### src/hdl/b3td_pkg.sv
// ---------------------------------------------------------------------------
// b3td_pkg: shared types and constants of the ternary dot-product core
// Holds the base-3 digit lookup table, the digit codes and the stage-control
// struct that passes between the top level and the merge stage.
// ---------------------------------------------------------------------------
`timescale 1ns / 1ps
`default_nettype none

package b3td_pkg;

  // Lane count and fixed field widths
  localparam int LANES   = 4;
  localparam int BYTE_W  = 8;
  localparam int CNT_W   = 3;
  localparam int DIGIT_W = 2;
  localparam int DOT_W   = 32;
  localparam int LUT_N   = 256;

  // Result bus: dot sum, then the clip flag, padded to whole bytes
  localparam int OUT_BITS = DOT_W + 1;
  localparam int OUT_W    = ((OUT_BITS + 7) / 8) * 8;

  // Base-3 digit codes carried in the weight byte
  typedef enum logic [DIGIT_W-1:0] {
    TRIT_NEG  = 2'd0,
    TRIT_ZERO = 2'd1,
    TRIT_POS  = 2'd2
  } trit_t;

  // Four 2-bit digits per byte, lowest digit in the low bits
  typedef logic [LANES*DIGIT_W-1:0] digit_lut_t [LUT_N];

  // Builds the byte-to-digits table by enumerating digit combinations.
  // Bytes of 81 and up repeat the pattern, since only the low four digits count.
  function automatic digit_lut_t build_digit_lut();
    digit_lut_t lut;
    int v;
    lut = '{default: '0};
    for (int q = 0; q < 4; q++) begin
      for (int d3 = 0; d3 < 3; d3++) begin
        for (int d2 = 0; d2 < 3; d2++) begin
          for (int d1 = 0; d1 < 3; d1++) begin
            for (int d0 = 0; d0 < 3; d0++) begin
              v = 81 * q + 27 * d3 + 9 * d2 + 3 * d1 + d0;
              if (v < LUT_N) begin
                lut[v] = {DIGIT_W'(d3), DIGIT_W'(d2), DIGIT_W'(d1), DIGIT_W'(d0)};
              end
            end
          end
        end
      end
    end
    return lut;
  endfunction

  localparam digit_lut_t DIGIT_LUT = build_digit_lut();

  // Control of the request held between the lanes and the merge stage
  typedef struct packed {
    logic valid;
    logic last;
  } stage_ctl_t;

endpackage

`default_nettype wire

### src/hdl/b3td_lane.sv
// ---------------------------------------------------------------------------
// b3td_lane: one ternary weight lane
// Turns one activation and its base-3 digit into a signed term (negated,
// passed or zero) and registers it for the merge stage.
// ---------------------------------------------------------------------------
`timescale 1ns / 1ps
`default_nettype none

module b3td_lane
  import b3td_pkg::*;
#(
  parameter int ACT_WIDTH = 16
) (
  input  wire logic                        clk,
  input  wire logic                        load,
  input  wire logic                        lane_en,
  input  wire logic [DIGIT_W-1:0]          digit,
  input  wire logic signed [ACT_WIDTH-1:0] act,
  output logic signed [ACT_WIDTH:0]        term_r
);

  logic signed [ACT_WIDTH:0] act_ext;
  logic signed [ACT_WIDTH:0] term_nxt;

  // One extra bit so that negating the most negative activation is exact
  assign act_ext = (ACT_WIDTH + 1)'(act);

  // Digit decode: 0 subtracts, 2 adds, anything else contributes nothing
  always_comb begin
    term_nxt = '0;
    if (lane_en) begin
      case (digit)
        TRIT_NEG: term_nxt = -act_ext;
        TRIT_POS: term_nxt = act_ext;
        default:  term_nxt = '0;
      endcase
    end
  end

  // Term register, loaded when the core accepts a request
  always_ff @(posedge clk) begin
    if (load) begin
      term_r <= term_nxt;
    end
  end

endmodule

`default_nettype wire

### src/hdl/b3td_merge.sv
// ---------------------------------------------------------------------------
// b3td_merge: saturating accumulator and result register
// Applies the four lane terms in lane order to the running sum, clamping
// after each one, and loads the result register on the last request.
// ---------------------------------------------------------------------------
`timescale 1ns / 1ps
`default_nettype none

module b3td_merge
  import b3td_pkg::*;
#(
  parameter int ACT_WIDTH = 16,
  parameter int ACC_WIDTH = 32
) (
  input  wire logic                        clk,
  input  wire logic                        rst_n,
  input  wire stage_ctl_t                  s1,
  input  wire logic signed [ACT_WIDTH:0]   terms [LANES],
  input  wire logic                        out_ready,
  output logic                             s1_take,
  output logic                             out_valid,
  output logic [DOT_W-1:0]                 out_sum,
  output logic                             out_sat
);

  localparam int TERM_W = ACT_WIDTH + 1;
  localparam int SUM_W  = ((ACC_WIDTH > TERM_W) ? ACC_WIDTH : TERM_W) + 1;
  localparam logic signed [SUM_W-1:0] SUM_HI =
    SUM_W'((longint'(1) << (ACC_WIDTH - 1)) - longint'(1));
  localparam logic signed [SUM_W-1:0] SUM_LO =
    SUM_W'(-(longint'(1) << (ACC_WIDTH - 1)));

  logic signed [ACC_WIDTH-1:0] running_sum_r;
  logic                        clip_r;
  logic                        out_valid_r;
  logic [DOT_W-1:0]            out_sum_r;
  logic                        out_sat_r;

  logic signed [SUM_W-1:0]     acc;
  logic                        clip_nxt;
  logic signed [ACC_WIDTH-1:0] running_sum_nxt;
  logic                        out_free;

  // Lane-ordered saturating chain; each lane sees the clamped value before it
  always_comb begin
    acc      = SUM_W'(running_sum_r);
    clip_nxt = clip_r;
    for (int i = 0; i < LANES; i++) begin
      acc = acc + SUM_W'(terms[i]);
      if (acc > SUM_HI) begin
        acc      = SUM_HI;
        clip_nxt = 1'b1;
      end else if (acc < SUM_LO) begin
        acc      = SUM_LO;
        clip_nxt = 1'b1;
      end
    end
    running_sum_nxt = ACC_WIDTH'(acc);
  end

  // A non-last request never waits; a last one needs a free result slot
  assign out_free = !out_valid_r || out_ready;
  assign s1_take  = s1.valid && (!s1.last || out_free);

  // Accumulator and result-valid control
  always_ff @(posedge clk) begin
    if (!rst_n) begin
      running_sum_r <= '0;
      clip_r        <= 1'b0;
      out_valid_r   <= 1'b0;
    end else begin
      if (s1_take) begin
        if (s1.last) begin
          running_sum_r <= '0;
          clip_r        <= 1'b0;
        end else begin
          running_sum_r <= running_sum_nxt;
          clip_r        <= clip_nxt;
        end
      end
      if (s1_take && s1.last) begin
        out_valid_r <= 1'b1;
      end else if (out_ready) begin
        out_valid_r <= 1'b0;
      end
    end
  end

  // Result payload
  always_ff @(posedge clk) begin
    if (s1_take && s1.last) begin
      out_sum_r <= DOT_W'(acc);
      out_sat_r <= clip_nxt;
    end
  end

  assign out_valid = out_valid_r;
  assign out_sum   = out_sum_r;
  assign out_sat   = out_sat_r;

endmodule

`default_nettype wire

### src/hdl/base3_packed_ternary_dot_core.sv
// ---------------------------------------------------------------------------
// base3_packed_ternary_dot_core: streaming ternary-weight dot product
// Input requests carry a packed base-3 weight byte, four signed activations,
// a lane count and tlast. The core accumulates a saturating sum per vector
// and sends one result request (sum and clip flag) for each tlast request.
//
// Channels: in_* is the request side, out_* the result side. A transfer
// happens on a rising edge with tvalid and tready both high.
// Path: a last request passes the lane register, then the result register
// in the merge stage, before its result shows on out_*.
// Throughput: one request per cycle unless a last request is blocked; the
// cycle is set by the chain of four saturating adds in the merge stage.
// Reset (rst_n low, synchronous) clears the running sum, the clip flag and
// all valid flags; no result is pending afterwards.
// Stall: while a result waits on out_tready, non-last requests keep flowing
// into the accumulator; a second last request holds in the lane register,
// and in_tready drops only while that request is blocked.
// ---------------------------------------------------------------------------
`timescale 1ns / 1ps
`default_nettype none

module base3_packed_ternary_dot_core
  import b3td_pkg::*;
#(
  parameter int ACT_WIDTH = 16,
  parameter int ACC_WIDTH = 32,
  localparam int IN_BITS  = BYTE_W + LANES * ACT_WIDTH + CNT_W,
  localparam int IN_W     = ((IN_BITS + 7) / 8) * 8
) (
  input  wire logic             clk,
  input  wire logic             rst_n,
  // Fields from bit 0 up: weight_byte, act_lane0..act_lane3, lanes_used, zero pad
  input  wire logic [IN_W-1:0]  in_tdata,
  input  wire logic             in_tvalid,
  input  wire logic             in_tlast,
  output logic                  in_tready,
  // Fields from bit 0 up: dot_sum, saturated, zero pad
  output logic [OUT_W-1:0]      out_tdata,
  output logic                  out_tvalid,
  input  wire logic             out_tready
);

  localparam int ACT_LO = BYTE_W;
  localparam int CNT_LO = BYTE_W + LANES * ACT_WIDTH;

  logic [BYTE_W-1:0]              weight_byte;
  logic [CNT_W-1:0]               lanes_used;
  logic [LANES*DIGIT_W-1:0]       digits;
  logic                           in_fire;
  logic                           s1_valid_r;
  logic                           s1_valid_nxt;
  logic                           s1_last_r;
  logic                           s1_take;
  stage_ctl_t                     s1_ctl;
  logic signed [ACT_WIDTH:0]      terms [LANES];
  logic                           res_valid;
  logic [DOT_W-1:0]               res_sum;
  logic                           res_sat;

  // Request field unpacking and digit lookup
  assign weight_byte = in_tdata[BYTE_W-1:0];
  assign lanes_used  = in_tdata[CNT_LO +: CNT_W];
  assign digits      = DIGIT_LUT[weight_byte];

  // The lane register frees up when the merge stage takes its request
  assign in_tready = !s1_valid_r || s1_take;
  assign in_fire   = in_tvalid && in_tready;

  // Lane stage: one term per lane, computed side by side
  for (genvar g = 0; g < LANES; g++) begin : g_lane
    b3td_lane #(
      .ACT_WIDTH (ACT_WIDTH)
    ) u_lane (
      .clk     (clk),
      .load    (in_fire),
      .lane_en (lanes_used > CNT_W'(g)),
      .digit   (digits[g*DIGIT_W +: DIGIT_W]),
      .act     (in_tdata[ACT_LO + g*ACT_WIDTH +: ACT_WIDTH]),
      .term_r  (terms[g])
    );
  end

  // Lane-stage control
  always_comb begin
    s1_valid_nxt = s1_valid_r;
    if (in_fire) begin
      s1_valid_nxt = 1'b1;
    end else if (s1_take) begin
      s1_valid_nxt = 1'b0;
    end
  end

  always_ff @(posedge clk) begin
    if (!rst_n) begin
      s1_valid_r <= 1'b0;
      s1_last_r  <= 1'b0;
    end else begin
      s1_valid_r <= s1_valid_nxt;
      if (in_fire) begin
        s1_last_r <= in_tlast;
      end
    end
  end

  assign s1_ctl.valid = s1_valid_r;
  assign s1_ctl.last  = s1_last_r;

  // Merge stage: saturating accumulation and result register
  b3td_merge #(
    .ACT_WIDTH (ACT_WIDTH),
    .ACC_WIDTH (ACC_WIDTH)
  ) u_merge (
    .clk       (clk),
    .rst_n     (rst_n),
    .s1        (s1_ctl),
    .terms     (terms),
    .out_ready (out_tready),
    .s1_take   (s1_take),
    .out_valid (res_valid),
    .out_sum   (res_sum),
    .out_sat   (res_sat)
  );

  // Result packing
  assign out_tvalid = res_valid;
  assign out_tdata  = {{(OUT_W - OUT_BITS){1'b0}}, res_sat, res_sum};

`ifndef SYNTHESIS
  // Backpressure reaches the input only through a blocked last request
  a_ready_low_cause: assert property (@(posedge clk) disable iff (!rst_n)
    !in_tready |-> s1_valid_r && s1_last_r && out_tvalid && !out_tready)
    else $error("in_tready low without a blocked last request");

  // A request that does not end a vector never waits in the lane stage
  a_nonlast_flows: assert property (@(posedge clk) disable iff (!rst_n)
    s1_valid_r && !s1_last_r |-> s1_take)
    else $error("non-last request stalled in the lane stage");

  // Taking a last request presents a result on the next cycle
  a_last_gives_result: assert property (@(posedge clk) disable iff (!rst_n)
    s1_take && s1_last_r |=> out_tvalid)
    else $error("last request did not produce a result");
`endif

endmodule

`default_nettype wire

### config.mk
export PLATFORM = sky130hd
export DESIGN_NAME = base3_packed_ternary_dot_core
export DESIGN_NICKNAME = d
export VERILOG_FILES = /design/src/hdl/b3td_pkg.sv /design/src/hdl/b3td_lane.sv /design/src/hdl/b3td_merge.sv /design/src/hdl/base3_packed_ternary_dot_core.sv
export SDC_FILE = /design/constraint.sdc
export NUM_CORES = 1
export LEC_CHECK = 0
export BUFFER_PORTS_ARGS = -buffer_cell sky130_fd_sc_hd__buf_2
export CELL_PAD_IN_SITES_DETAIL_PLACEMENT = 1
export CELL_PAD_IN_SITES_GLOBAL_PLACEMENT = 1
export CORE_UTILIZATION = 47
export DETAILED_ROUTE_END_ITERATION = 8
export PLACE_DENSITY = 0.82
export SYNTH_ARGS = -nofsm -noshare
export SYNTH_HDL_FRONTEND = slang
export SYNTH_SLANG_ARGS = --single-unit
### constraint.sdc
create_clock -name clk -period 15.3 [get_ports clk]
set_input_delay 2.295 -clock clk [delete_from_list [all_inputs] [get_ports clk]]
set_output_delay 2.295 -clock clk [all_outputs]
set_load 0.01 [all_outputs]
==> results of run 1 <==
## cell usage after synthesis (21+ instances only)
cell and number:
o21ai_0 137, nor2_1 170, o21bai_1 21, a211oi_1 21, nand2_1 144, nor2b_1 23
inv_1 59, nand3_1 31, clkbuf_1 67, nor3_1 30, dfxtp_1 36, a21oi_1 245
nand2b_1 26, a21o_1 69, xnor2_1 97, ha_1 136, or3_1 27, maj3_1 29
o21ai_1 30, edfxtp_1 101, xor2_1 53
## stage by stage
stage | std cells | cell area (µm²) | hold WS (ns) | setup slack (ns) | utilization (%)
3_5_place_dp | 2288 | 15600 | 0.450 | 1.41 | 50.7
4_1_cts | 2320 | 16200 | 0.461 | 1.39 | 52.6
2_1_floorplan | 1859 | 14900 | 0.429 | 3.81 | -
5_1_grt | 2320 | 16200 | 0.489 | 0.0306 | 52.6
6_report | 2320 | 16200 | 0.458 | 1.13 | 52.6
3_3_place_gp | 2288 | 15600 | 0.444 | 1.86 | 50.7
## flip-flops by register name (all words and copies together) (netlist names)
register and flops:
u_merge.out_sat 1, u_merge.running_sum_r 32, u_merge.out_valid 1, s1_valid_r 1
u_merge.out_sum 32, s1_last_r 1, g_lane.u_lane.term_r 68, u_merge.clip_r 1
## routing by layer
metal	track usage, %	up-vias
li1	-	6940
met5	0	-
met1	38.0	7106
met2	54.1	328
met3	2.71	85
met4	10.1	0
## worst max path at each step
stage / to / slack, ns / cells past startpoint
floorplan: u_merge.out_sat / 3.81 / 50
global placement: u_merge.out_sum[0] / 1.86 / 44
detailed placement: u_merge.out_sum[0] / 1.41 / 43
CTS: u_merge.out_sum[28] / 1.39 / 43
global route: u_merge.out_sum[0] / 0.03 / 43
finish: u_merge.out_sum[0] / 1.13 / 43
## area by class of cell
cell class,instances,area (µm²)
Inverter,62,243
Clock inverter,15,171
Clock buffer,17,425
Timing Repair Buffer,132,718
Fill cell,3822,14600
Tap cell,396,495
Sequential cell,137,3750
Multi-Input combinational cell,1561,10400
## logic make-up after synthesis
kind of cell               after synthesis  synth area share (%)
AOI/OAI and AO/OA                      671                  27.9
adders and majority gates              169                  14.0
buffers and inverters                  161                  4.76
other                                    1                0.0253
xor gates and xnor gates               153                  9.32
DFF                                    137                  25.3
muxes                                   17                  1.27
and+or+nand+nor                        544                  17.4
## worst register-to-register path, delay by kind of cell, from the launching register on
family	cells	cell delay, ns
xor gates and xnor gates	4	1.15
buffers and inverters	4	0.94
and+or+nand+nor	10	2.47
adders and majority gates	4	1.59
DFF	1	0.68
muxes	1	0.64
AOI/OAI and AO/OA	20	6.48
==> metrics, run 1 <==
Yosys reg bits between 100 and 150; met2 wire len 24.4 mm; dpl hpwl 38.1 mm; Syn. warnings 0; crit path launch g_lane[0].u_lane.term_r[16]; DR vias ~14000; leading area contributor after synthesis edfxtp_1; Worst Tran Pin Value approximately 1 ns; synthesized area 0.0148 mm²; Crit Path Class flip-flop to flip-flop; Distinct cells, synth slightly above 90; gpl congestion 0.915; drt drc 0; Tcrit/Tclk final roughly 93%; Initial Util between 40% and 50%; Root Driver clkbuf_16; max-capacitance violation count 0; Clock Sinks around 140; sequential area share after synthesis 25.3%; hold path start u_merge.running_sum_r[11]; WL final 48.9 mm; diode count 0; fraction of layout cells with a size suffix above 1 between 10 and 15%; initial antenna violation count 0; port buffer count about 110; CP dominant cell by count o21ai_0; most frequent cells in the layout a21oi_1, nor2_1, nand2_1; Congestion Overflow GR 0; WL met3 1.78 mm; Chip Height ~180 µm; Ports approximately 130; H-tree levels 4; DR top layer met4; Layout area overhead 9.36%; via/cell ratio just over 6; f_max a little over 0.07 GHz; syn_area_per_cell about 8 µm²; status finished clean; Synth Flop Type edfxtp_1; Worst-path clk slew 0.08 ns; r2r endpoint u_merge.out_sum[0]; Final Hold Fails 0; Synth top area share just over 20%; Post-synth EDFFs just over 100; Final Max Tran Viols 0; full die area between 0.03 and 0.04 mm²; largest net degree at the start of global routing 69; Worst Clk Skew between 0.015 and 0.02 ns; arrival time at the worst endpoint 14.35 ns; CTS Buffer Depth 2; Nets between 2000 and 2500; final critical path time including I/O delays and setup 14.17 ns; Crit path largest cell delay 0.68 ns; CP max stage cell edfxtp_1; TritonCTS clock tree yes; Hold EP u_merge.running_sum_r[11]; DR WL/cell roughly 21 µm; hold-critical path depth 2; met1 WL ~21 mm; Setup crit start kind flip-flop; Setup TNS Final 0 ns; Reg2Reg Depth between 40 and 50; hold buffers post-CTS 0; DR iter-0 viols roughly 870; Die Width about 180 µm; FF-to-FF setup slack roughly 1.1 ns; CP top delay family compound AO/OA/AOI/OAI gates; vias in the first global route approximately 15000; Hold WC Path Type flip-flop to flip-flop; row cnt 64; GR Util All Layers ~30%; Worst slew margin roughly a third; Crit Path Max Fanout 25; RSZ-0062 raised after global routing no; CTS Buf Count 17; worst endpoint required time between 15 and 20 ns; CP Buf/Inv Count 4; first-pass GRT wire length 78.0 mm; commonest non-fill, non-tap cell in the layout a21oi_1; # resized after CTS 0; Setup-failing EPs final 0; reg-to-reg startpoint g_lane[0].u_lane.term_r[16]; Final ANT Viol Nets 0; Core Area 0.0308 mm²; setup bufs post-CTS 0; largest cells by area after synthesis edfxtp_1, ha_1, a21oi_1; share of synthesized registers carrying an async set or reset 0%; element type at the critical path end flip-flop; Clock Latency Late Sink approximately 0.44 ns; Mapped Cells between 1500 and 2000; drt first pass iters 7
Power of run 1 is left out: the tool's default activity adds up to more than one toggle a clock period on the data nets, which glitch-free logic cannot reach.
==> run 2: changes to the inputs <==
Settings changed: ABC_AREA set to 1, CORE_UTILIZATION 47 to 45.
==> run 2 against run 1 <==
Against the previous run: routed wire length decreased by 4.7%; sequential cell count unchanged; first-iteration DRC count decreased by 27%; critical endpoint is now u_merge.running_sum_r[15]; highest routed layer unchanged.
==> metrics, run 2 <==
fraction of layout cells with a size suffix above 1 10.0% (-1.0 points); gpl congestion 0.949 (+3.7%); commonest cells in the netlist nand2_1, a21oi_1, inv_1; Clock Sinks 137 (unchanged); Clock Latency Late Sink 0.44 ns (about the same); drt first pass iters 5 (-2); GR Util All Layers 28.7% (-1.5 points); port buffer count 114 (unchanged); commonest non-fill, non-tap cell in the layout nand2_1; largest net degree at the start of global routing 69 (unchanged); Final Hold Fails 0 (unchanged); final critical path time including I/O delays and setup 12.46 ns (-1.71 ns); CTS Buf Count 17 (unchanged); Hold WC Path Type flip-flop to flip-flop; synthesized area 0.0144 mm² (-2.8%); share of synthesized registers carrying an async set or reset 0% (unchanged); worst endpoint required time 15.58 ns (+0.09 ns); Distinct cells, synth 55 (-40%); Worst slew margin 13.8% (-20 points); Crit path largest cell delay 0.79 ns (+0.11 ns); Final Max Tran Viols 0 (unchanged); arrival time at the worst endpoint 12.74 ns (-1.61 ns); syn_area_per_cell 6.98 µm² (-13%); Core Area 0.0316 mm² (+2.4%); element type at the critical path end flip-flop; Layout area overhead 9.50%; Worst Clk Skew 0.0110 ns (-0.00529 ns); Synth top area share 21.0% (+0.60 points); DR vias 14500 (+0.048%); most numerous cell in the Yosys netlist nand2_1; Crit Path Max Fanout 32 (+28%); TritonCTS clock tree yes; Synth Flop Type edfxtp_1; Worst-path clk slew 0.07 ns (about the same); initial antenna violation count 0 (unchanged); CP dominant cell by count nand2_1; WL final 46.6 mm (-4.7%); Tcrit/Tclk final 81.4% (-11 points); Worst Tran Pin Value 1.29 ns (+0.293 ns); full die area 0.0327 mm² (+1.5%); diode count 0 (unchanged); RSZ-0062 raised after global routing no; drt drc 0 (unchanged); vias in the first global route 15000 (+2.3%); setup bufs post-CTS 0 (unchanged); Largest register FFs 68 (unchanged); Largest Register g_lane.u_lane.term_r; hold buffers post-CTS 0 (unchanged); f_max 0.0803 GHz (+14%); hold-critical path depth 2 (unchanged); DR iter-0 viols 637 (-27%); CP max stage cell edfxtp_1; sequential area share after synthesis 26.1% (+0.74 points); Yosys reg bits 137 (unchanged); H-tree levels 4 (unchanged); Initial Util 45.7% (-2.4 points); Congestion Overflow GR 0 (unchanged); leading area contributor after synthesis edfxtp_1; Final Util 50.0% (-2.6 points); # resized after CTS 0 (unchanged); Post-synth EDFFs 101 (unchanged); Ports 127 (unchanged); Setup-failing EPs final 0 (unchanged); Setup TNS Final 0 ns (unchanged); dpl hpwl 37.9 mm (-0.69%); row cnt 65 (+1.6%); Mapped Cells 2064 (+11%); first-pass GRT wire length 75.3 mm (-3.5%); Crit Path Class flip-flop to flip-flop; CTS Buffer Depth 2 (unchanged); Root Driver clkbuf_16; max-capacitance violation count 0 (unchanged); via/cell ratio 5.65 (-9.4%); FF-to-FF setup slack 2.84 ns (+1.71 ns); Reg2Reg Depth 53 (+23%); largest cells by area after synthesis edfxtp_1, nand2_1, ha_1; Nets 2372 (+11%); Syn. warnings 0 (unchanged); Die Width 181 µm (+0.73%); status finished clean; Chip Height 181 µm (+0.73%); most frequent cells in the layout nand2_1, a21oi_1, inv_1; DR WL/cell 18.2 µm (-14%); Final ANT Viol Nets 0 (unchanged); Setup crit start kind flip-flop
run 2: changes by cell type after synthesis, sizes merged, moves of 17 or more:
| cell | change |
|---|---|
| a21oi | -28 |
| nand2b | -26 |
| nor2b | -23 |
| or3 | -27 |
| o21ai | +25 |
| xnor2 | -40 |
| a21o | -49 |
| maj3 | -29 |
| nand3 | +61 |
| inv | +132 |
| nor3 | +25 |
| nand2 | +375 |
| a211oi | -17 |
| clkbuf | -36 |
run 2: worst paths after layout:
check                                    from                   endpoint
hold reg to reg                u_merge.clip_r             u_merge.clip_r
hold / removal                 u_merge.clip_r             u_merge.clip_r
setup / recovery  g_lane[0].u_lane.term_r[16]  u_merge.running_sum_r[15]
setup reg to reg  g_lane[0].u_lane.term_r[16]  u_merge.running_sum_r[15]
run 2: routing by layer:
| layer | global-route usage (%) | vias to the layer above | wire, µm |
|---|---|---|---|
| met5 | 0 | - | 0 |
| met4 | 12.5 | 0 | 1850 |
| met3 | 3.00 | 87 | 1180 |
| met2 | 51.2 | 234 | 23000 |
| met1 | 34.9 | 6923 | 20500 |
| li1 | - | 7222 | - |
run 2: stage by stage:
stage	instances	hold WS, ns	setup slack (ns)	cell area [µm²]
6_report	2562	0.470	2.84	15800
5_1_grt	2562	0.501	1.75	15800
4_1_cts	2562	0.472	2.93	15800
3_5_place_dp	2530	0.462	3.09	15200
3_3_place_gp	2530	0.453	3.53	15200
2_1_floorplan	2070	0.445	6.46	14400
run 2: kinds of logic (layout without fill, tap and decap cells):
group                    after synthesis  in the layout  synth area share [%]
adder cells (fa/ha/maj)              140            140                  12.4
AND/OR/NAND/NOR                      885            885                  26.6
other                                  1              7                0.0260
AO/OA/AOI/OAI                        525            525                  20.4
buffers and inverters                256            346                  7.22
XOR/XNOR                             120            120                  7.29
flip-flops                           137            137                  26.1
run 2: layout make-up:
| class | instances | area, µm² |
|---|---|---|
| clock buffers | 20 | 457 |
| clock inverters | 12 | 88.8 |
| fillers | 4157 | 15800 |
| inverters | 196 | 736 |
| multi-input cells | 1677 | 9640 |
| flip-flops and latches | 137 | 3750 |
| well taps | 402 | 503 |
| repair buffers | 118 | 601 |
run 2: critical path: cells and delay by family, from the launching register on:
family	cells	cell delay (ns)
fa+ha+maj	4	1.80
flops	1	0.79
simple gates	26	3.77
buf+inv	5	1.85
xor+xnor	1	0.21
compound gates	17	3.85
Power of run 2 is left out for the same reason.
